File: config.mk
export PLATFORM = sky130hd
export DESIGN_NAME = rational_arithmetic_unit
export DESIGN_NICKNAME = d
export VERILOG_FILES = /design/src/hdl/rau_pkg.sv /design/src/hdl/rau_div.sv /design/src/hdl/rau_dp.sv /design/src/hdl/rau_ctrl.sv /design/src/hdl/rational_arithmetic_unit.sv
export SDC_FILE = /design/constraint.sdc
export NUM_CORES = 2
export LEC_CHECK = 0
export BUFFER_PORTS_ARGS = -buffer_cell sky130_fd_sc_hd__buf_2
export CAP_MARGIN = 20
export CORE_UTILIZATION = 40
export DETAILED_ROUTE_END_ITERATION = 8
export PLACE_DENSITY = 0.69
export SKIP_CTS_REPAIR_TIMING = 1
export SYNTH_ARGS = -nofsm -noshare
export SYNTH_HDL_FRONTEND = slang
export SYNTH_SLANG_ARGS = --single-unit
export TNS_END_PERCENT = 100
File: constraint.sdc
create_clock -name clk -period 9 [get_ports clk]
set_clock_uncertainty 0.2 [all_clocks]
set_input_delay 0.45 -clock clk [delete_from_list [all_inputs] [get_ports clk]]
set_output_delay 0.45 -clock clk [all_outputs]
set_load 0.02 [all_outputs]
File: src/hdl/rau_pkg.sv
// ----------------------------------------------------------------------------
// rau_pkg
// shared widths, action codes and controller/datapath interface types
// ----------------------------------------------------------------------------
package rau_pkg;

  localparam int OPW  = 16;            // operand width
  localparam int PRW  = 2 * OPW;       // cross-product width
  localparam int SW   = 2 * OPW + 1;   // sum / reduction width
  localparam int RESW = 33;            // result field width
  localparam int CW   = $clog2(SW + 1);

  typedef enum logic [2:0] {
    ACT_ADD = 3'd0,
    ACT_SUB = 3'd1,
    ACT_MUL = 3'd2,
    ACT_DIV = 3'd3,
    ACT_CMP = 3'd4
  } act_t;

  typedef enum logic [1:0] {
    DS_MOD = 2'd0,
    DS_NUM = 2'd1,
    DS_DEN = 2'd2
  } dsel_t;

  typedef struct packed {
    logic       load;
    logic       mul_en;
    logic [1:0] mul_step;
    logic       form;
    logic       div_start;
    dsel_t      div_sel;
    logic       eu_adv;
    logic       cap_num;
    logic       cap_den;
  } cmd_t;

  typedef struct packed {
    logic early;
    logic div_idle;
    logic rem_zero;
  } sts_t;

endpackage

File: src/hdl/rau_div.sv
// ----------------------------------------------------------------------------
// rau_div
// unsigned restoring divider, one quotient bit per cycle
// ----------------------------------------------------------------------------
module rau_div (
  input  logic                    clk,
  input  logic                    rst_n,
  input  logic                    start,
  input  logic [rau_pkg::SW-1:0]  dividend,
  input  logic [rau_pkg::SW-1:0]  divisor,
  output logic [rau_pkg::SW-1:0]  quo,
  output logic [rau_pkg::SW-1:0]  rem,
  output logic                    idle
);
  import rau_pkg::*;

  logic [SW-1:0] rem_r, rem_nxt, quo_r, quo_nxt, dvs_r;
  logic [CW-1:0] cnt_r;
  logic [SW:0]   trial;
  logic [SW+1:0] diff;
  logic          ge;

  assign trial = {rem_r, quo_r[SW-1]};
  assign diff  = {1'b0, trial} - {2'b00, dvs_r};
  assign ge    = !diff[SW+1];

  always_comb begin
    rem_nxt = ge ? diff[SW-1:0] : trial[SW-1:0];
    quo_nxt = {quo_r[SW-2:0], ge};
  end

  always_ff @(posedge clk) begin
    if (!rst_n) begin
      cnt_r <= '0;
    end else if (start) begin
      cnt_r <= CW'(SW);
    end else if (cnt_r != '0) begin
      cnt_r <= cnt_r - 1'b1;
    end
  end

  always_ff @(posedge clk) begin
    if (start) begin
      rem_r <= '0;
      quo_r <= dividend;
      dvs_r <= divisor;
    end else if (cnt_r != '0) begin
      rem_r <= rem_nxt;
      quo_r <= quo_nxt;
    end
  end

  assign quo  = quo_r;
  assign rem  = rem_r;
  assign idle = (cnt_r == '0);

endmodule

File: src/hdl/rau_dp.sv
// ----------------------------------------------------------------------------
// rau_dp
// operand registers, shared multiplier, euclid registers and result registers
// ----------------------------------------------------------------------------
module rau_dp (
  input  logic                          clk,
  input  logic                          rst_n,
  input  rau_pkg::cmd_t                 cmd,
  output rau_pkg::sts_t                 sts,
  input  logic [2:0]                    in_action,
  input  logic signed [rau_pkg::OPW-1:0] in_a_num,
  input  logic signed [rau_pkg::OPW-1:0] in_a_den,
  input  logic signed [rau_pkg::OPW-1:0] in_b_num,
  input  logic signed [rau_pkg::OPW-1:0] in_b_den,
  output logic signed [rau_pkg::RESW-1:0] res_num,
  output logic signed [rau_pkg::RESW-1:0] res_den,
  output logic                          is_less,
  output logic                          is_equal,
  output logic                          status
);
  import rau_pkg::*;

  logic [2:0]            act_r;
  logic signed [OPW-1:0] an_r, ad_r, bn_r, bd_r;
  logic signed [PRW-1:0] m0_r, m1_r, m2_r;
  logic signed [OPW-1:0] ma, mb;
  logic signed [PRW-1:0] prod;
  logic signed [SW-1:0]  n_c, d_c;
  logic [SW-1:0]         nmag_c, dmag_c;
  logic                  arith, is_cmp;
  logic                  nneg_r, dneg_r, kodd_r, gneg, flip_n, flip_d;
  logic [SW-1:0]         nmag_r, dmag_r, x_r, y_r, dvd;
  logic [SW-1:0]         quo, rem, qn_c, qd_c;
  logic                  div_idle;
  logic signed [RESW-1:0] res_num_r, res_den_r;
  logic                  less_r, equal_r, status_r;

  rau_div u_div (
    .clk      (clk),
    .rst_n    (rst_n),
    .start    (cmd.div_start),
    .dividend (dvd),
    .divisor  (y_r),
    .quo      (quo),
    .rem      (rem),
    .idle     (div_idle)
  );

  // shared multiplier, operands picked by step
  always_comb begin
    case (cmd.mul_step)
      2'd0: begin
        ma = an_r;
        mb = (act_r == ACT_MUL) ? bn_r : bd_r;
      end
      2'd1: begin
        ma = ad_r;
        mb = bn_r;
      end
      default: begin
        ma = ad_r;
        mb = bd_r;
      end
    endcase
  end
  assign prod = PRW'(ma) * PRW'(mb);

  always_comb begin
    unique case (act_r)
      ACT_ADD: begin
        n_c = SW'(m0_r) + SW'(m1_r);
        d_c = SW'(m2_r);
      end
      ACT_SUB: begin
        n_c = SW'(m0_r) - SW'(m1_r);
        d_c = SW'(m2_r);
      end
      ACT_MUL: begin
        n_c = SW'(m0_r);
        d_c = SW'(m2_r);
      end
      ACT_DIV: begin
        n_c = SW'(m0_r);
        d_c = SW'(m1_r);
      end
      default: begin
        n_c = '0;
        d_c = '0;
      end
    endcase
  end

  assign arith  = (act_r == ACT_ADD) || (act_r == ACT_SUB) ||
                  (act_r == ACT_MUL) || (act_r == ACT_DIV);
  assign is_cmp = (act_r == ACT_CMP);
  assign nmag_c = n_c[SW-1] ? SW'(-n_c) : SW'(n_c);
  assign dmag_c = d_c[SW-1] ? SW'(-d_c) : SW'(d_c);

  always_comb begin
    case (cmd.div_sel)
      DS_NUM:  dvd = nmag_r;
      DS_DEN:  dvd = dmag_r;
      default: dvd = x_r;
    endcase
  end

  // divisor sign follows parity of the euclid step count
  assign gneg   = kodd_r ? dneg_r : nneg_r;
  assign flip_n = nneg_r != gneg;
  assign flip_d = dneg_r != gneg;
  assign qn_c   = flip_n ? (~quo + 1'b1) : quo;
  assign qd_c   = flip_d ? (~quo + 1'b1) : quo;

  always_ff @(posedge clk) begin
    if (cmd.load) begin
      act_r <= in_action;
      an_r  <= in_a_num;
      ad_r  <= in_a_den;
      bn_r  <= in_b_num;
      bd_r  <= in_b_den;
    end
    if (cmd.mul_en) begin
      case (cmd.mul_step)
        2'd0:    m0_r <= prod;
        2'd1:    m1_r <= prod;
        default: m2_r <= prod;
      endcase
    end
    if (cmd.form) begin
      nneg_r    <= n_c[SW-1];
      dneg_r    <= d_c[SW-1];
      nmag_r    <= nmag_c;
      dmag_r    <= dmag_c;
      x_r       <= nmag_c;
      y_r       <= dmag_c;
      kodd_r    <= 1'b1;
      res_num_r <= '0;
      res_den_r <= '0;
      less_r    <= is_cmp && (m0_r < m1_r);
      equal_r   <= is_cmp && (m0_r == m1_r);
      status_r  <= arith && (d_c == '0);
    end
    if (cmd.eu_adv) begin
      x_r    <= y_r;
      y_r    <= rem;
      kodd_r <= !kodd_r;
    end
    if (cmd.cap_num) begin
      res_num_r <= RESW'($signed(qn_c));
    end
    if (cmd.cap_den) begin
      res_den_r <= RESW'($signed(qd_c));
    end
  end

  assign sts.early    = !arith || (d_c == '0);
  assign sts.div_idle = div_idle;
  assign sts.rem_zero = (rem == '0);

  assign res_num  = res_num_r;
  assign res_den  = res_den_r;
  assign is_less  = less_r;
  assign is_equal = equal_r;
  assign status   = status_r;

endmodule

File: src/hdl/rau_ctrl.sv
// ----------------------------------------------------------------------------
// rau_ctrl
// sequencer: multiply steps, fraction forming, euclid loop, final divides
// ----------------------------------------------------------------------------
module rau_ctrl (
  input  logic          clk,
  input  logic          rst_n,
  input  logic          start,
  output logic          busy,
  output logic          done,
  output rau_pkg::cmd_t cmd,
  input  rau_pkg::sts_t sts
);
  import rau_pkg::*;

  typedef enum logic [5:0] {
    S_IDLE   = 6'b000001,
    S_MUL    = 6'b000010,
    S_FORM   = 6'b000100,
    S_DSTART = 6'b001000,
    S_DRUN   = 6'b010000,
    S_DONE   = 6'b100000
  } state_t;

  state_t     state_r, state_nxt;
  dsel_t      phase_r, phase_nxt;
  logic [1:0] mstep_r, mstep_nxt;

  always_comb begin
    state_nxt = state_r;
    phase_nxt = phase_r;
    mstep_nxt = mstep_r;
    cmd       = '0;
    cmd.mul_step = mstep_r;
    cmd.div_sel  = phase_r;
    unique case (state_r)
      S_IDLE: begin
        if (start) begin
          cmd.load  = 1'b1;
          mstep_nxt = 2'd0;
          state_nxt = S_MUL;
        end
      end
      S_MUL: begin
        cmd.mul_en = 1'b1;
        if (mstep_r == 2'd2) begin
          state_nxt = S_FORM;
        end else begin
          mstep_nxt = mstep_r + 2'd1;
        end
      end
      S_FORM: begin
        cmd.form  = 1'b1;
        phase_nxt = DS_MOD;
        state_nxt = sts.early ? S_DONE : S_DSTART;
      end
      S_DSTART: begin
        cmd.div_start = 1'b1;
        state_nxt     = S_DRUN;
      end
      S_DRUN: begin
        if (sts.div_idle) begin
          state_nxt = S_DSTART;
          unique case (phase_r)
            DS_MOD: begin
              if (sts.rem_zero) begin
                phase_nxt = DS_NUM;
              end else begin
                cmd.eu_adv = 1'b1;
              end
            end
            DS_NUM: begin
              cmd.cap_num = 1'b1;
              phase_nxt   = DS_DEN;
            end
            default: begin
              cmd.cap_den = 1'b1;
              state_nxt   = S_DONE;
            end
          endcase
        end
      end
      default: begin
        state_nxt = S_IDLE;
      end
    endcase
  end

  always_ff @(posedge clk) begin
    if (!rst_n) begin
      state_r <= S_IDLE;
      phase_r <= DS_MOD;
      mstep_r <= 2'd0;
    end else begin
      state_r <= state_nxt;
      phase_r <= phase_nxt;
      mstep_r <= mstep_nxt;
    end
  end

  assign busy = (state_r != S_IDLE);
  assign done = (state_r == S_DONE);

endmodule

File: src/hdl/rational_arithmetic_unit.sv
// ----------------------------------------------------------------------------
// rational_arithmetic_unit
// add, subtract, multiply, divide or compare two fractions, euclid reduction
// ----------------------------------------------------------------------------
//
//  channel  | ports                                   | handshake
//  ---------+-----------------------------------------+---------------------
//  input    | in_action, in_a_num/den, in_b_num/den   | start && !busy
//  result   | out_res_num/den, out_is_less/equal,     | out_valid, 1 cycle
//           | out_status                              |
//
//  one transaction at a time: multiply steps, a forming step, then a
//  remainder pass per euclid step and two final divides, each pass on
//  the bit-serial divider
//  compare, unused actions and zero denominators skip the divides
//  reset (synchronous, active low) returns the sequencer to idle
//  results cannot be stalled: out_valid is high for exactly one cycle
//
module rational_arithmetic_unit (
  input  logic                            clk,
  input  logic                            rst_n,
  input  logic                            start,
  output logic                            busy,
  input  logic [2:0]                      in_action,
  input  logic signed [rau_pkg::OPW-1:0]  in_a_num,
  input  logic signed [rau_pkg::OPW-1:0]  in_a_den,
  input  logic signed [rau_pkg::OPW-1:0]  in_b_num,
  input  logic signed [rau_pkg::OPW-1:0]  in_b_den,
  output logic                            out_valid,
  output logic signed [rau_pkg::RESW-1:0] out_res_num,
  output logic signed [rau_pkg::RESW-1:0] out_res_den,
  output logic                            out_is_less,
  output logic                            out_is_equal,
  output logic                            out_status
);
  import rau_pkg::*;

  // command and status between sequencer and datapath
  cmd_t cmd;
  sts_t sts;

  // sequencer
  rau_ctrl u_ctrl (
    .clk   (clk),
    .rst_n (rst_n),
    .start (start),
    .busy  (busy),
    .done  (out_valid),
    .cmd   (cmd),
    .sts   (sts)
  );

  // datapath, results held in registers until the next transaction
  rau_dp u_dp (
    .clk       (clk),
    .rst_n     (rst_n),
    .cmd       (cmd),
    .sts       (sts),
    .in_action (in_action),
    .in_a_num  (in_a_num),
    .in_a_den  (in_a_den),
    .in_b_num  (in_b_num),
    .in_b_den  (in_b_den),
    .res_num   (out_res_num),
    .res_den   (out_res_den),
    .is_less   (out_is_less),
    .is_equal  (out_is_equal),
    .status    (out_status)
  );

endmodule

### Word-level counts from Yosys, hierarchy flattened

Cells that the tools add are included.

| word-level totals | value |
|---|---|
| output and inout port bits | 71 |
| bits in registers | 482 |
| memory bits (writable) | 0 |
| latch bits | 0 |
| bits in read-only memories | 0 |
| bits of input ports | 70 |
| memories | 0 |

| operators by class | value |
|---|---|
| mux-type cells | 49 |
| shifts and indexed selects | 0 |
| divide/modulo/power cells | 0 |
| multiply operators | 1 |
| $lt $le $gt $ge | 1 |
| bitwise logic cells | 3 |
| equality and inequality tests | 24 |
| $add $sub $neg | 8 |
| reductions and logical operators | 34 |

Operators with widths:

| kind | number |
|---|---|
| 2-to-1 mux 33 bit | 14 |
| one-hot mux 33 bit (2 select lines) | 2 |
| one-hot mux 33 bit (3 select lines) | 1 |
| logical NOT 33 bit | 2 |
| negation 33 bit | 2 |
| 2-to-1 mux 6 bit | 7 |
| subtractor 34 x 33 -> 35 bit | 1 |
| adder 32 x 32 -> 33 bit | 1 |
| adder 33 x 1 -> 33 bit (second input constant) | 1 |
| inverter 33 bit | 1 |
| subtractor 32 x 32 -> 33 bit | 1 |
| equality test 32 bit | 1 |
| < comparator 32 bit | 1 |
| multiplier 16 x 16 -> 32 bit | 1 |
| 2-to-1 mux 16 bit | 2 |
| one-hot mux 16 bit (2 select lines) | 1 |
| one-hot mux 6 bit (5 select lines) | 1 |
| 2-to-1 mux 1 bit | 12 |
| one-hot mux 2 bit (2 select lines) | 3 |
| nonzero test 2 bit | 6 |
| 2-to-1 mux 2 bit | 4 |
| OR reduction 2 bit | 4 |
| equality test 3 x 2 -> 1 bit (second input constant) | 2 |
| equality test 6 x 1 -> 1 bit (second input constant) | 1 |
| 30 further kinds | 48 |

### Longest topological paths before layout

| depth | value |
|---|---|
| depth in word-level cells | 8 |
| depth in mapped cells | 35 |

### Cells and area by module

From an unflattened synthesis, not the netlist that was laid out.

| second synthesis, totals | value |
|---|---|
| cell total of the unflattened synthesis | 3,722 |
| area total of the unflattened synthesis | 37,512.2 um^2 |

Modules (own cells, without submodules):

| module | area an instance (um^2) | cells each | instances |
|---|---|---|---|
| rau_dp | 30,907.1 | 3,063 | 1 |
| rau_div | 5,990.7 | 591 | 1 |
| rau_ctrl | 614.3 | 68 | 1 |

### Worst setup path after synthesis

No wires, ideal clock.

| timing path | value |
|---|---|
| path kind | reg-to-reg |
| from | register u_dp.act_r[1] |
| to | register u_dp.m0_r[31] (data pin) |
| stages on the path, launching flop included | 34 |
| setup slack | 327 ps |
| arrival time | 8,204 ps |
| required time | 8,531 ps |
| buffers on the path | 6 |
| setup time | 269 ps |
| cell sequence | edfxtp_1 -> buf_2 -> nor2b_1 -> clkbuf_1 -> clkbuf_1 -> nor3b_1 -> or2_2 -> clkbuf_1 -> clkbuf_1 -> a22o_1 -> clkbuf_1 -> nand2_1 -> fa_1 -> inv_1 -> fa_1 -> inv_1 -> fa_1 -> inv_1 -> fa_1 -> fa_1 -> inv_1 -> fa_1 -> inv_1 -> ha_1 -> a21o_1 -> a21o_1 -> a21oi_1 -> o31ai_1 -> a311o_1 -> a41o_1 -> o41ai_1 -> o21bai_1 -> a21oi_1 -> xnor2_1 |

| between the ends | value |
|---|---|
| word-level cells in the longest chain between the ends | 4 |

Ends and longest elaborated chain:

| what | RTL line | source |
|---|---|---|
| from (decl) | rau_dp.sv:23 | `logic [2:0] act_r;` |
| from (signal assigned) | rau_dp.sv:116 | `act_r <= in_action;` |
| equality test 3 x 2 -> 1 bit | rau_dp.sv:54 | `mb = (act_r == ACT_MUL) ? bn_r : bd_r;` |
| 2-to-1 mux 16 bit | rau_dp.sv:54 |  |
| one-hot mux 16 bit (2 select lines) | rau_dp.sv:51 | `case (cmd.mul_step)` |
| multiplier 16 x 16 -> 32 bit | rau_dp.sv:66 | `assign prod = PRW'(ma) * PRW'(mb);` |
| net u_dp.prod[31] | rau_dp.sv:27 | `logic signed [PRW-1:0] prod;` |
| to (signal assigned) | rau_dp.sv:124 | `2'd0: m0_r <= prod;` |
| to (decl) | rau_dp.sv:25 | `logic signed [PRW-1:0] m0_r, m1_r, m2_r;` |

The timed path passes the listed nets, and every way through them passes these cells.
A chain may end at the register's enable or synchronous reset.

### Worst setup path after layout

| timing path | value |
|---|---|
| from | register u_ctrl.mstep_r[0] |
| to | register u_dp.m2_r[31] (data pin) |

| between the ends | value |
|---|---|
| word-level cells in the longest chain between the ends | 3 |
| elaborated cells between the ends (all ways) | 5 |
| those cells by class | mul: 1; eq/ne: 1; mux: 2; reduce/logical: 1 |

Ends and longest elaborated chain:

| what | RTL line | source |
|---|---|---|
| from (decl) | rau_ctrl.sv:27 | `logic [1:0] mstep_r, mstep_nxt;` |
| from (signal assigned) | rau_ctrl.sv:97 | `mstep_r <= mstep_nxt;` |
| equality test 2 x 1 -> 1 bit or logical NOT 2 bit (tied branches) | rau_dp.sv:51 |  |
| one-hot mux 16 bit (2 select lines) or 2-to-1 mux 16 bit (tied branches) | rau_dp.sv:51 |  |
| multiplier 16 x 16 -> 32 bit (*) | rau_dp.sv:66 |  |
| net u_dp.prod[31] | rau_dp.sv:27 |  |
| to (signal assigned) | rau_dp.sv:126 | `default: m2_r <= prod;` |
| to (decl) | rau_dp.sv:25 |  |

Mark *: on every way through the listed nets, which the timed path passes. The rest lies on a longest branch.

==> impl_metrics.ini <==
[run_status]
status = completed

[synth]
synth_edf_count = 433
ys_seq_area_share_pct = 38.21
yosysTopAreaCell = edfxtp_1
synth_nets = 4196
synth_cells = 3671
synth_ff_type = edfxtp_1
synth_area_per_cell_um2 = 9.970
yosysTopAreaCellShare_pct = 35.53
ys_warn_count = 0
ys_ff_latch = 482
synthTopCellsByArea = edfxtp_1, fa_1, ha_1
synth-async-reset-ratio_pct = 0
syn_area_mm2 = 0.03660
synth_cell_type_count = 93

[critical_path]
max_stage_delay_ns = 0.52
cp.depth = 28
critPathKind = reg -> reg
critPathSlowestCell = fa_1
critPathRequiredTime_ns = 9.14
crit_family = adder cells
startpoint_type = flip-flop
crit_top_cell = fa_1
r2r_slack_ns = 0.65
regToRegEndpoint = u_dp.m2_r[31]$_DFFE_PP_
endpoint_kind = flip-flop
endpoint = u_dp.m2_r[31]$_DFFE_PP_
crit_buf_inv = 6
worstPathArrival_ns = 8.49
cp-startpoint = u_ctrl.mstep_r[0]$_SDFFE_PN0P_
r2r_start = u_ctrl.mstep_r[0]$_SDFFE_PN0P_
critPathMaxFanout = 18
worstRegToRegCells = 28

[floorplanning]
num_io_pins = 141
die_y_um = 304.5
core_mm2 = 0.09029
rows = 110
die_w_um = 304.5
initial_core_util_pct = 40.54
dieArea_mm2 = 0.09271

[min_path]
hold_path_depth = 0
min_path_type = reg -> reg

[detailed_routing]
first_pass_iters = 7
drtIter0Drc = 2023
vias = 27448
drc = 0
vias_per_cell = 5.420
postRouteWirelength_um = 99390
postRouteAntennaNets = 0
wl_per_cell_um = 19.63

[finish]
fill_cells = 8480
nets = 4370
stdcell_count = 5064
drive_gt1_share_pct = 10.63
area_growth_pct = 12.58

[cts]
insertion_delay_ns = 0.63
clock_path_buffers = 3
cts_made_buffers = 50
cts_max_level = 2
clk_pin_slew_worst_paths_ns = 0.07
clk_root_buffer_cell = clkbuf_16
cts_tree = yes
cts_num_sinks = 482

[global_routing]
gr-total-overflow = 0
grt_pass1_vias = 27531
antenna_found_initial = 2
grt_pass1_wl_um = 154500
grt_max_degree = 71
track_usage_pct = 21.17

[timing]
period_minus_slack_ns = 8.351
maxSlewViolCount = 0
setup_viol = 0
rsz0062_at_grt = false
tns_ns = 0
period_share_pct = 92.79
max-slew-margin-rel_pct = 33.27
max_freq_mhz = 119.7
worstMarginPinSlew_ns = 1.001
hold_viol = 0

[place]
dp_hpwl_um = 76000
dp_cells = 4899
routabilityCongestion = 0.9552
port_buffers = 140

[run]
drv_cap = 0
[placed cells by master, fill, tap and decap left out, types with 35 or more instances in the layout]
cell,netlist,layout
inv_1,412,411
xnor2_1,103,103
a22oi_1,53,53
ha_1,190,187
nand2_1,391,390
o21ai_0,194,194
nor2_1,361,359
nand3_1,43,43
nand2b_1,35,35
buf_2,9,140
edfxtp_1,433,433
nor3_1,55,52
mux2i_1,50,50
fa_1,265,265
dfxtp_1,49,49
clkbuf_16,0,52
a21o_1,36,36
a21oi_1,231,230
buf_4,1,69
mux2_2,67,67
xor2_1,89,89
dlygate4sd3_1,0,70
[flip-flops by register name, indices dropped and copies added (netlist names), 33 cells and up]
signal,count
u_dp.nmag_r,33
u_dp.u_div.rem,33
u_dp.res_num,33
u_dp.u_div.quo,33
u_dp.x_r,33
u_dp.y_r,33
u_dp.res_den,33
u_dp.dmag_r,33
u_dp.u_div.dvs_r,33
[per-stage QoR]
stage	worst slack [ns]	util [%]	cell area, um2	hold WS, ns
floorplan	0.3267	-	36600	0.2187
CTS	0.5444	44.86	40500	-0.2468
detailed placement	0.5742	42.88	38720	0.2329
global route	0.07248	45.64	41210	0.2502
global placement	0.6100	42.88	38720	0.2258
finish	0.6486	45.64	41210	0.2483
[metal layers]
layer  global-route usage [%]  vias up  share of wire, %
met2                    36.01      826                48
met5                        0        -                 0
met4                    8.656        0               3.9
met3                    2.246      179               4.6
li1                         -    13052                 -
met1                    27.53    13391                44
[layout make-up]
class | count | area (um2) | area share, %
multi-input combinational | 2615 | 20480 | 49.70
sequential | 482 | 13980 | 33.94
timing repair buffer | 279 | 1919 | 4.658
inverter | 417 | 1565 | 3.799
tap | 1176 | 1471 | 3.571
clock buffer | 59 | 1348 | 3.270
clock inverter | 35 | 435.4 | 1.057
antenna | 1 | 2.502 | 0.006073
[cells by family (layout without fill, tap and decap cells)]
group	after synthesis	count (layout)	synth area share (%)
AND/OR/NAND/NOR	1083	1083	13.35
AO/OA/AOI/OAI	761	761	13.29
buffers and inverters	574	790	5.948
flip-flops	482	482	38.21
adder cells (fa/ha/maj)	455	455	20.99
XOR/XNOR	192	192	4.595
multiplexers	123	123	3.613
other	1	2	0.01025
[Yosys cell counts, types with 67 or more instances]
master / n
a21oi_1: 231
clkbuf_1: 132
edfxtp_1: 433
fa_1: 265
ha_1: 190
inv_1: 412
mux2_2: 67
nand2_1: 391
nor2_1: 361
o21ai_0: 194
xnor2_1: 103
xor2_1: 89
[worst min path at each step]
stage	from	endpoint	slack (ns)
floorplan	u_dp.y_r[24]$_DFFE_PP_	u_dp.u_div.dvs_r[24]$_DFFE_PP_	0.22
global placement	u_dp.y_r[20]$_DFFE_PP_	u_dp.u_div.dvs_r[20]$_DFFE_PP_	0.23
detailed placement	u_dp.y_r[6]$_DFFE_PP_	u_dp.u_div.dvs_r[6]$_DFFE_PP_	0.23
CTS	in_a_den[5]	u_dp.ad_r[5]$_DFFE_PP_	-0.25
global route	u_dp.y_r[18]$_DFFE_PP_	u_dp.u_div.dvs_r[18]$_DFFE_PP_	0.25
finish	u_dp.y_r[8]$_DFFE_PP_	u_dp.u_div.dvs_r[8]$_DFFE_PP_	0.25
Power is not shown: default switching activity piles up to over one toggle a cycle in this logic, so the estimate is an artifact.
